===== src/hdl/tsc_pkg.sv =====
// Shared types, constants and the CRC-8 step for the scratchpad checker.
`timescale 1ns / 1ps

package tsc_pkg;

    // Frame length in bytes, stored CRC byte included
    localparam int FRAME_BYTES_DEF = 9;

    // Byte counter width, enough for frames of up to 16 bytes
    localparam int CNT_W = 4;

    // Dallas/Maxim CRC-8, reflected form
    localparam logic [7:0] CRC_POLY = 8'h8C;

    // Limit reset values in sixteenths of a degree (80 and -60 degrees)
    localparam logic signed [15:0] UPPER_RESET = 16'sd1280;
    localparam logic signed [15:0] LOWER_RESET = -16'sd960;

    // Register byte addresses
    localparam logic [2:0] ADDR_UPPER = 3'd0;
    localparam logic [2:0] ADDR_LOWER = 3'd4;

    // Result status codes
    localparam logic [1:0] ST_OK    = 2'd0;
    localparam logic [1:0] ST_CRC   = 2'd1;
    localparam logic [1:0] ST_RANGE = 2'd2;

    // One processed item as seen by the output register
    typedef struct packed {
        logic               has;
        logic [1:0]         status;
        logic signed [15:0] temperature;
        logic [7:0]         crc;
    } t_result;

    // One byte of CRC-8 update, bit by bit, LSB first
    function automatic logic [7:0] crc8_step(input logic [7:0] crc, input logic [7:0] b);
        logic [7:0] c;
        c = crc ^ b;
        for (int k = 0; k < 8; k++) begin
            if (c[0]) begin
                c = (c >> 1) ^ CRC_POLY;
            end else begin
                c = c >> 1;
            end
        end
        return c;
    endfunction

endpackage


===== src/hdl/tsc_frame.sv =====
// Frame tracker: byte count, running CRC, temperature latch and the final check.
`timescale 1ns / 1ps

module tsc_frame
    import tsc_pkg::*;
#(
    parameter int FRAME_BYTES = FRAME_BYTES_DEF
) (
    input  logic               i_clk,
    input  logic               i_rst_n,
    input  logic               i_step,
    input  logic [7:0]         i_byte,
    input  logic               i_start,
    input  logic signed [15:0] i_upper,
    input  logic signed [15:0] i_lower,
    output t_result            o_result
);

    localparam logic [CNT_W-1:0] LAST_IDX = CNT_W'(FRAME_BYTES - 1);

    logic [CNT_W-1:0]   r_count;
    logic [7:0]         r_crc;
    logic [7:0]         r_temp_lo;
    logic [7:0]         r_temp_hi;
    logic [CNT_W-1:0]   idx;
    logic [7:0]         crc_cur;
    logic               is_last;
    logic signed [15:0] temp;

    // a start byte sees a cleared count and CRC
    assign idx     = i_start ? '0 : r_count;
    assign crc_cur = i_start ? 8'd0 : r_crc;
    assign is_last = (idx >= LAST_IDX);
    assign temp    = {r_temp_hi, r_temp_lo};

    // result of the current byte
    always_comb begin
        o_result.has         = is_last;
        o_result.temperature = temp;
        o_result.crc         = crc_cur;
        if (crc_cur != i_byte || crc_cur == 8'd0) begin
            o_result.status = ST_CRC;
        end else if (temp > i_upper || temp < i_lower) begin
            o_result.status = ST_RANGE;
        end else begin
            o_result.status = ST_OK;
        end
    end

    // control state
    always_ff @(posedge i_clk) begin
        if (!i_rst_n) begin
            r_count <= '0;
            r_crc   <= 8'd0;
        end else if (i_step) begin
            if (is_last) begin
                r_count <= '0;
                r_crc   <= 8'd0;
            end else begin
                r_count <= idx + 1'b1;
                r_crc   <= crc8_step(crc_cur, i_byte);
            end
        end
    end

    // temperature bytes
    always_ff @(posedge i_clk) begin
        if (!i_rst_n) begin
            r_temp_lo <= 8'd0;
            r_temp_hi <= 8'd0;
        end else if (i_step && !is_last) begin
            if (idx == '0) begin
                r_temp_lo <= i_byte;
            end else if (idx == CNT_W'(1)) begin
                r_temp_hi <= i_byte;
            end
        end
    end

    a_count_range: assert property (@(posedge i_clk) disable iff (!i_rst_n)
        r_count <= LAST_IDX)
        else $error("byte count past frame end");

    a_ok_nonzero_crc: assert property (@(posedge i_clk) disable iff (!i_rst_n)
        (o_result.has && o_result.status == ST_OK) |-> (o_result.crc != 8'd0))
        else $error("ok status with zero CRC");

    a_wrap: assert property (@(posedge i_clk) disable iff (!i_rst_n)
        (i_step && is_last) |=> (r_count == '0 && r_crc == 8'd0))
        else $error("state not cleared after frame end");

endmodule


===== config.mk =====
export PLATFORM = sky130hd
export DESIGN_NAME = tsc_frame
export DESIGN_NICKNAME = d
export VERILOG_FILES = /design/src/hdl/tsc_pkg.sv /design/src/hdl/tsc_frame.sv
export SDC_FILE = /design/constraint.sdc
export NUM_CORES = 1
export LEC_CHECK = 0
export ABC_CLOCK_PERIOD_IN_PS = 2100
export BUFFER_PORTS_ARGS = -buffer_cell sky130_fd_sc_hd__buf_2
export CAP_MARGIN = 15
export CORE_MARGIN = 2
export CORE_UTILIZATION = 45
export DETAILED_ROUTE_END_ITERATION = 10
export PLACE_DENSITY = 0.71
export SLEW_MARGIN = 30
export SYNTH_ARGS = -nofsm -noshare
export SYNTH_HDL_FRONTEND = slang
export SYNTH_SLANG_ARGS = --single-unit

===== constraint.sdc =====
create_clock -name i_clk -period 2.1 [get_ports i_clk]
set_input_delay 0.105 -clock i_clk [delete_from_list [all_inputs] [get_ports i_clk]]
set_output_delay 0.105 -clock i_clk [all_outputs]
set_load 0.02 [all_outputs]

==> results of run 1 <==
cell families (layout without fill, tap and decap cells):
| family | Yosys count | count (layout) | share of synthesized area, % |
|---|---|---|---|
| simple gates | 90 | 90 | 20.9 |
| compound gates | 53 | 53 | 15.0 |
| buf+inv | 52 | 131 | 8.56 |
| fa+ha+maj | 34 | 34 | 18.0 |
| flops | 28 | 28 | 23.7 |
| xor+xnor | 24 | 24 | 10.5 |
| mux | 8 | 8 | 3.38 |
final timing paths:
path / start / end / cells after the start
max: r_temp_lo[5] / o_result[25] / 8
min: i_byte[7] / r_temp_lo[7] / 3
max reg2reg: r_crc[0] / r_crc[2] / 5
min reg2reg: r_count[1] / r_count[1] / 2
what timing repair did:
item,4_1_cts,5_1_grt
pin swaps,3,2
resized for setup,9,5
setup endpoints to repair,1,2
cloned,0,0
layout make-up:
class / instances / area [µm²]
well taps: 70 / 87.6
flip-flops and latches: 28 / 567
repair buffers: 87 / 480
inverters: 41 / 154
clock buffers: 3 / 41.3
fillers: 498 / 2110
multi-input cells: 209 / 1670
worst min-delay path: cells and delay by family:
family	cells	cell delay, ns
AOI/OAI and AO/OA	1	0.05
and+or+nand+nor	1	0.07
buffers and inverters	1	0.13
per-layer routing:
layer	GRT usage [%]	wire length, µm	vias to the layer above
li1	-	-	1151
met1	25.9	2710	1003
met2	35.1	2730	60
met3	1.78	215	8
met4	3.82	45	0
met5	0	0	-
state kept, by name, summed over array words and instances, names as in the netlist:
signal,count
r_crc,8
r_temp_hi,8
r_temp_lo,8
r_count,4
power by group:
| group | total, mW | internal (mW) | leakage, nW | switching [mW] |
|---|---|---|---|---|
| logic | 0.627 | 0.307 | 1.35 | 0.320 |
| clock network | 0.287 | 0.129 | 0.0216 | 0.159 |
| registers | 0.638 | 0.583 | 0.231 | 0.0553 |
| total | 1.55 | 1.02 | 1.60 | 0.534 |
synth_stat cells (all sizes together) (2+ instances only):
library cell | number | area share (%)
o211ai | 2 | 0.63
dfxtp | 28 | 24
clkbuf | 7 | 1.1
buf | 4 | 0.95
nand3 | 12 | 2.5
nor4 | 5 | 1.3
and2 | 5 | 1.3
a21o | 6 | 1.9
inv | 41 | 6.5
nor2b | 16 | 4.5
o22ai | 5 | 1.3
a21boi | 10 | 3.2
a211o | 2 | 0.74
ha | 34 | 18
nor2 | 12 | 1.9
and2b | 2 | 0.63
o21ai | 6 | 1.3
mux2i | 8 | 3.4
a21oi | 11 | 2.3
nand2 | 18 | 2.9
nand3b | 4 | 1.3
nand4 | 7 | 1.8
xnor2 | 22 | 9.1
a31oi | 3 | 0.79
nand2b | 5 | 1.3
==> out/qor.yml, run 1 <==
fin_skew_ns: 0.00187
cp_slowest_stage_delay_ns: 0.36
hold_violations: 0
dr.pass1.iters: 4
cts_buffers: 3
via_per_inst: 5.07
cts_root_buf: "clkbuf_8"
hold-worst-slack_ns: 0.130
finalCritPeriodShare_pct: 107
post_cts_buffers: 0
status: "finished with violations"
wl_per_cell_um: 13.0
seq_area_frac_synth_pct: 23.7
worstMarginPinSlew_ns: 0.496
synth_edf_count: 0
critPathMaxFanout: 4
fp.dieArea_um2: 5860
cts_max_path_buffers: 2
mostFrequentLayoutCell: "buf_2"
setup_slack_ns: -0.157
antenna_found_initial: 0
slew_headroom_pct: 66.8
crit_type: "flip-flop to output port"
syn2layout_area_growth_pct: 26.5
layout.cells.non_filler: 438
drt_iter0_drc: 78
syn_nets: 367
start_kind: "flip-flop"
overflow: 0
drc_errors: 0
ant_nets: 0
coreArea_um2: 5110
syn_area_um2: 2370
maxSlewViolCount: 0
crit_family: "compound AO/OA/AOI/OAI gates"
clkLatencyLatePin_ns: 0.27
grt_max_degree: 31
grt_pass1_wl_um: 9630
cp-end-kind: "output port"
hold_buffers: 0
p_leak_nw: 1.60
worstPathArrival_ns: 2.15
place_hpwl_um: 4560
dp.cells: 435
grt_pass1_vias: 2170
finalSetupViolCount: 1
cts_tree: "done"
required_ns: 2.00
wirelength_um: 5700
ys_types: 44
fin_area_um2: 3000
drv_cap: 0
track_usage_pct: 19.7
mostFrequentLayoutCells: "buf_2 (69), inv_1 (41), ha_1 (31)"
place_ws_ns: -0.0223
antenna-diode-count: 0
path_buf_inv: 1
synth-main-ff-cell: "dfxtp_1"
syn_inst: 289
rsz0062_at_grt: "yes"
ir_drop_uv: 438
io_buffers: 70
fin_setup_tns_ns: -0.157
cts_sinks: 28
cts_max_level: 1
layout.nets: 448
initial_utilization_pct: 46.4
p_total_mw: 1.55
utilization_pct: 58.7
drive_gt1_share_pct: 29.6
gp_congestion: 0.870
cts.clk_slew.worst_paths_ns: 0.09
hold_class: "input pin to flip-flop"
synthArstFlopShare_pct: 0
post-route-min-period_ns: 2.26
io_pins: 71
p_per_area_nw_per_um2: 518
rows: 26
crit_chain: "ha_1 > a21oi_1 > o21ai_0 > a21o_1 > o31a_1 > a211o_1 > a31oi_2 > buf_4"
placed_cell_area_um2: 2890
cp_slowest_cell: "dfxtp_2"
avgSynthCellArea_um2: 8.20
synth_seq_cells: 28
ff2ff_setup_slack_ns: 0.31
violations: "negative setup slack"
die_w_um: 76.6
dieHeight_um: 76.6
via_count: 2222
max_freq_ghz: 0.443
synth_warnings: 0
(Power assumes the default switching activity.)
==> inputs of run 2 (changes only) <==
--- a/config.mk
+++ b/config.mk
@@ -9,9 +9,9 @@
 export BUFFER_PORTS_ARGS = -buffer_cell sky130_fd_sc_hd__buf_2
 export CAP_MARGIN = 15
 export CORE_MARGIN = 2
-export CORE_UTILIZATION = 45
+export CORE_UTILIZATION = 52
 export DETAILED_ROUTE_END_ITERATION = 10
-export PLACE_DENSITY = 0.71
+export PLACE_DENSITY = 0.8
 export SLEW_MARGIN = 30
 export SYNTH_ARGS = -nofsm -noshare
 export SYNTH_HDL_FRONTEND = slang
==> run 2 against run 1 <==
Wire length increased by 6.6%. Critical endpoint unchanged. Sequential power about the same. Count of clock-buffer cells in the layout unchanged. First-iteration DRC count increased by 31%. Final area increased by 4.8%. The flow still finishes with violations (negative setup slack). Die area decreased by 13%. Clock power increased by 53%.
==> out/qor.yml, run 2 (synthesis gave the netlist of run 1 again) <==
clkLatencyLatePin_ns: 0.29  # was 0.27 ns
via_per_inst: 5.48  # was 5.07
hold_violations: 0  # unchanged
worstReg2RegStart: "r_crc[4]"  # was r_crc[0]
hold_start: "i_byte[7]"  # unchanged
finalSetupViolCount: 1  # unchanged
cts_sinks: 28  # unchanged
p_total_mw: 1.73  # was 1.55 mW
grt_pass1_vias: 2179  # was 2170
layout.nets: 455  # was 448
placed_cell_area_um2: 2880  # was 2890 µm²
cp-end-kind: "output port"  # unchanged
top_regs: "r_crc: 8 flops, r_temp_hi: 8 flops, r_temp_lo: 8 flops"  # unchanged
hold_buffers: 0  # unchanged
crit_start: "r_temp_hi[2]"  # was r_temp_lo[5]
fp.dieArea_um2: 5110  # was 5860 µm²
post-route-min-period_ns: 2.40  # was 2.26 ns
slew_headroom_pct: 64.7  # was 66.8%
syn2layout_area_growth_pct: 32.6  # was 26.5%
worstReg2RegEnd: "r_crc[2]"  # unchanged
cts_max_level: 1  # unchanged
die_w_um: 71.5  # was 76.6 µm
rsz0062_at_grt: "yes"  # unchanged
maxSlewViolCount: 0  # unchanged
grt_pass1_wl_um: 9960  # was 9630 µm
antenna_found_initial: 0  # unchanged
overflow: 0  # unchanged
rows: 24  # was 26
cp_slowest_stage_delay_ns: 0.35  # was 0.36 ns
hold_class: "input pin to flip-flop"  # unchanged
internal-power_mw: 1.16  # was 1.02 mW
cts_root_buf: "clkbuf_8"  # unchanged
dr.pass1.iters: 4  # unchanged
mostFrequentLayoutCell: "buf_2"  # unchanged
start_kind: "flip-flop"  # unchanged
status: "finished with violations"  # unchanged
setup_slack_ns: -0.295  # was -0.157 ns
worstPathArrival_ns: 2.29  # was 2.15 ns
initial_utilization_pct: 54.0  # was 46.4%
drt_iter0_drc: 102  # was 78
worstMarginPinSlew_ns: 0.528  # was 0.496 ns
via_count: 2345  # was 2222
critPathMaxFanout: 2  # was 4
reg2reg_depth: 5  # unchanged
p_leak_nw: 1.64  # was 1.60 nW
p_sw_share_pct: 32.9  # was 34.4%
required_ns: 2.00  # about the same
cp_slowest_cell: "dfxtp_2"  # unchanged
coreArea_um2: 4380  # was 5110 µm²
cts_buffers: 3  # unchanged
place_hpwl_um: 4550  # was 4560 µm
path_buf_inv: 1  # unchanged
ff2ff_setup_slack_ns: 0.30  # was 0.31 ns
p_sw_mw: 0.570  # was 0.534 mW
ant_nets: 0  # unchanged
p_seq_share_pct: 37.1  # was 41.1%
fin_area_um2: 3140  # was 3000 µm²
cts_max_path_buffers: 2  # unchanged
ir_drop_uv: 414  # was 438 µV
drc_errors: 0  # unchanged
io_buffers: 70  # unchanged
hold-path-endpoint: "r_temp_lo[7]"  # unchanged
max_freq_ghz: 0.417  # was 0.443 GHz
drv_cap: 0  # unchanged
wirelength_um: 6070  # was 5700 µm
crit_family: "compound AO/OA/AOI/OAI gates"  # unchanged
track_usage_pct: 24.4  # was 19.7%
grt_max_degree: 31  # unchanged
power.share.clock_pct: 25.3  # was 18.5%
fin_skew_ns: 0.00909  # was 0.00187 ns
antenna-diode-count: 0  # unchanged
crit_chain: "ha_4 > nand4_1 > nor4_2 > a21boi_2 > nor4_1 > a211o_1 > a31oi_2 > buf_4"  # was ha_1 > a21oi_1 > o21ai_0 > a21o_1 > o31a_1 > a211o_1 > a31oi_2 > buf_4
violations: "negative setup slack"  # unchanged
io_pins: 71  # unchanged
dieHeight_um: 71.5  # was 76.6 µm
drive_gt1_share_pct: 34.3  # was 29.6%
cts_tree: "done"  # unchanged
mostFrequentLayoutCells: "buf_2 (69), inv_1 (41), ha_1 (25), buf_4 (25)"  # was buf_2 (69), inv_1 (41), ha_1 (31)
cts.clk_slew.worst_paths_ns: 0.11  # was 0.09 ns
p_per_area_nw_per_um2: 551  # was 518 nW/µm²
gp_congestion: 0.827  # was 0.870
hold_depth: 3  # unchanged
wl_per_cell_um: 14.2  # was 13.0 µm
pwr-share-comb_pct: 37.6  # was 40.4%
finalCritPeriodShare_pct: 114  # was 107%
crit_type: "flip-flop to output port"  # unchanged
[run 2: cell count changes in the layout (fill, tap and decap cells not counted), sizes merged]
cell | before | now
bufinv | 0 | 1
buf | 87 | 94
[run 2: final cells by class]
type                            count  area [µm²]
Multi-Input combinational cell    209        1750
Clock buffer                        3        41.3
Sequential cell                    28         572
Fill cell                         325        1240
Clock inverter                      1        30.0
Inverter                           41         154
Timing Repair Buffer               94         533
Tap cell                           52        65.1
[run 2: metal layers]
metal	wire, µm	global-route usage, %	part of all wire (%)
met5	0	0	0
met4	116	7.34	1.9
met3	373	2.67	6.1
met2	2860	42.8	47
met1	2730	31.4	45
[run 2: worst min-delay path, cell delays in order]
cell	delay [ns]
buf_2	0.13
nand3_1	0.08
a21boi_1	0.06
[run 2: worst max-delay path by stage]
stage	endpoint	slack (ns)	cells past startpoint
after floorplan	o_result[25]	0.01	7
after global placement	o_result[25]	0.07	8
after detailed placement	o_result[25]	-0.05	8
after CTS	o_result[25]	-0.20	8
after global routing	o_result[25]	-0.36	8
final	o_result[25]	-0.30	8
[run 2: power by group through the flow]
stage | sequential (mW) | combinational, mW | clock (mW)
3_5_place_dp | 0.650 | 0.623 | 0
5_1_grt | 0.648 | 0.716 | 0.462
3_3_place_gp | 0.646 | 0.607 | 0
6_report | 0.641 | 0.650 | 0.438
4_1_cts | 0.638 | 0.646 | 0.436
2_1_floorplan | 0.650 | 0.440 | 0
[run 2: through the flow]
| step | instances | TNS [ns] | util, % | hold WS, ns | setup slack [ns] |
|---|---|---|---|---|---|
| floorplan | 289 | 0 | - | 0.251 | 0.0112 |
| global placement | 419 | 0 | 65.8 | 0.419 | 0.0656 |
| detailed placement | 419 | -0.0462 | 65.8 | 0.417 | -0.0462 |
| CTS | 428 | -0.201 | 71.6 | 0.111 | -0.201 |
| global route | 428 | -0.356 | 71.6 | 0.118 | -0.356 |
| finish | 428 | -0.295 | 71.6 | 0.116 | -0.295 |
[run 2: timing repair]
item,CTS,global route
pin swaps,12,1
resized for setup,25,1
setup buffers,7,0
endpoints found under the setup margin,1,2
gates cloned,0,0
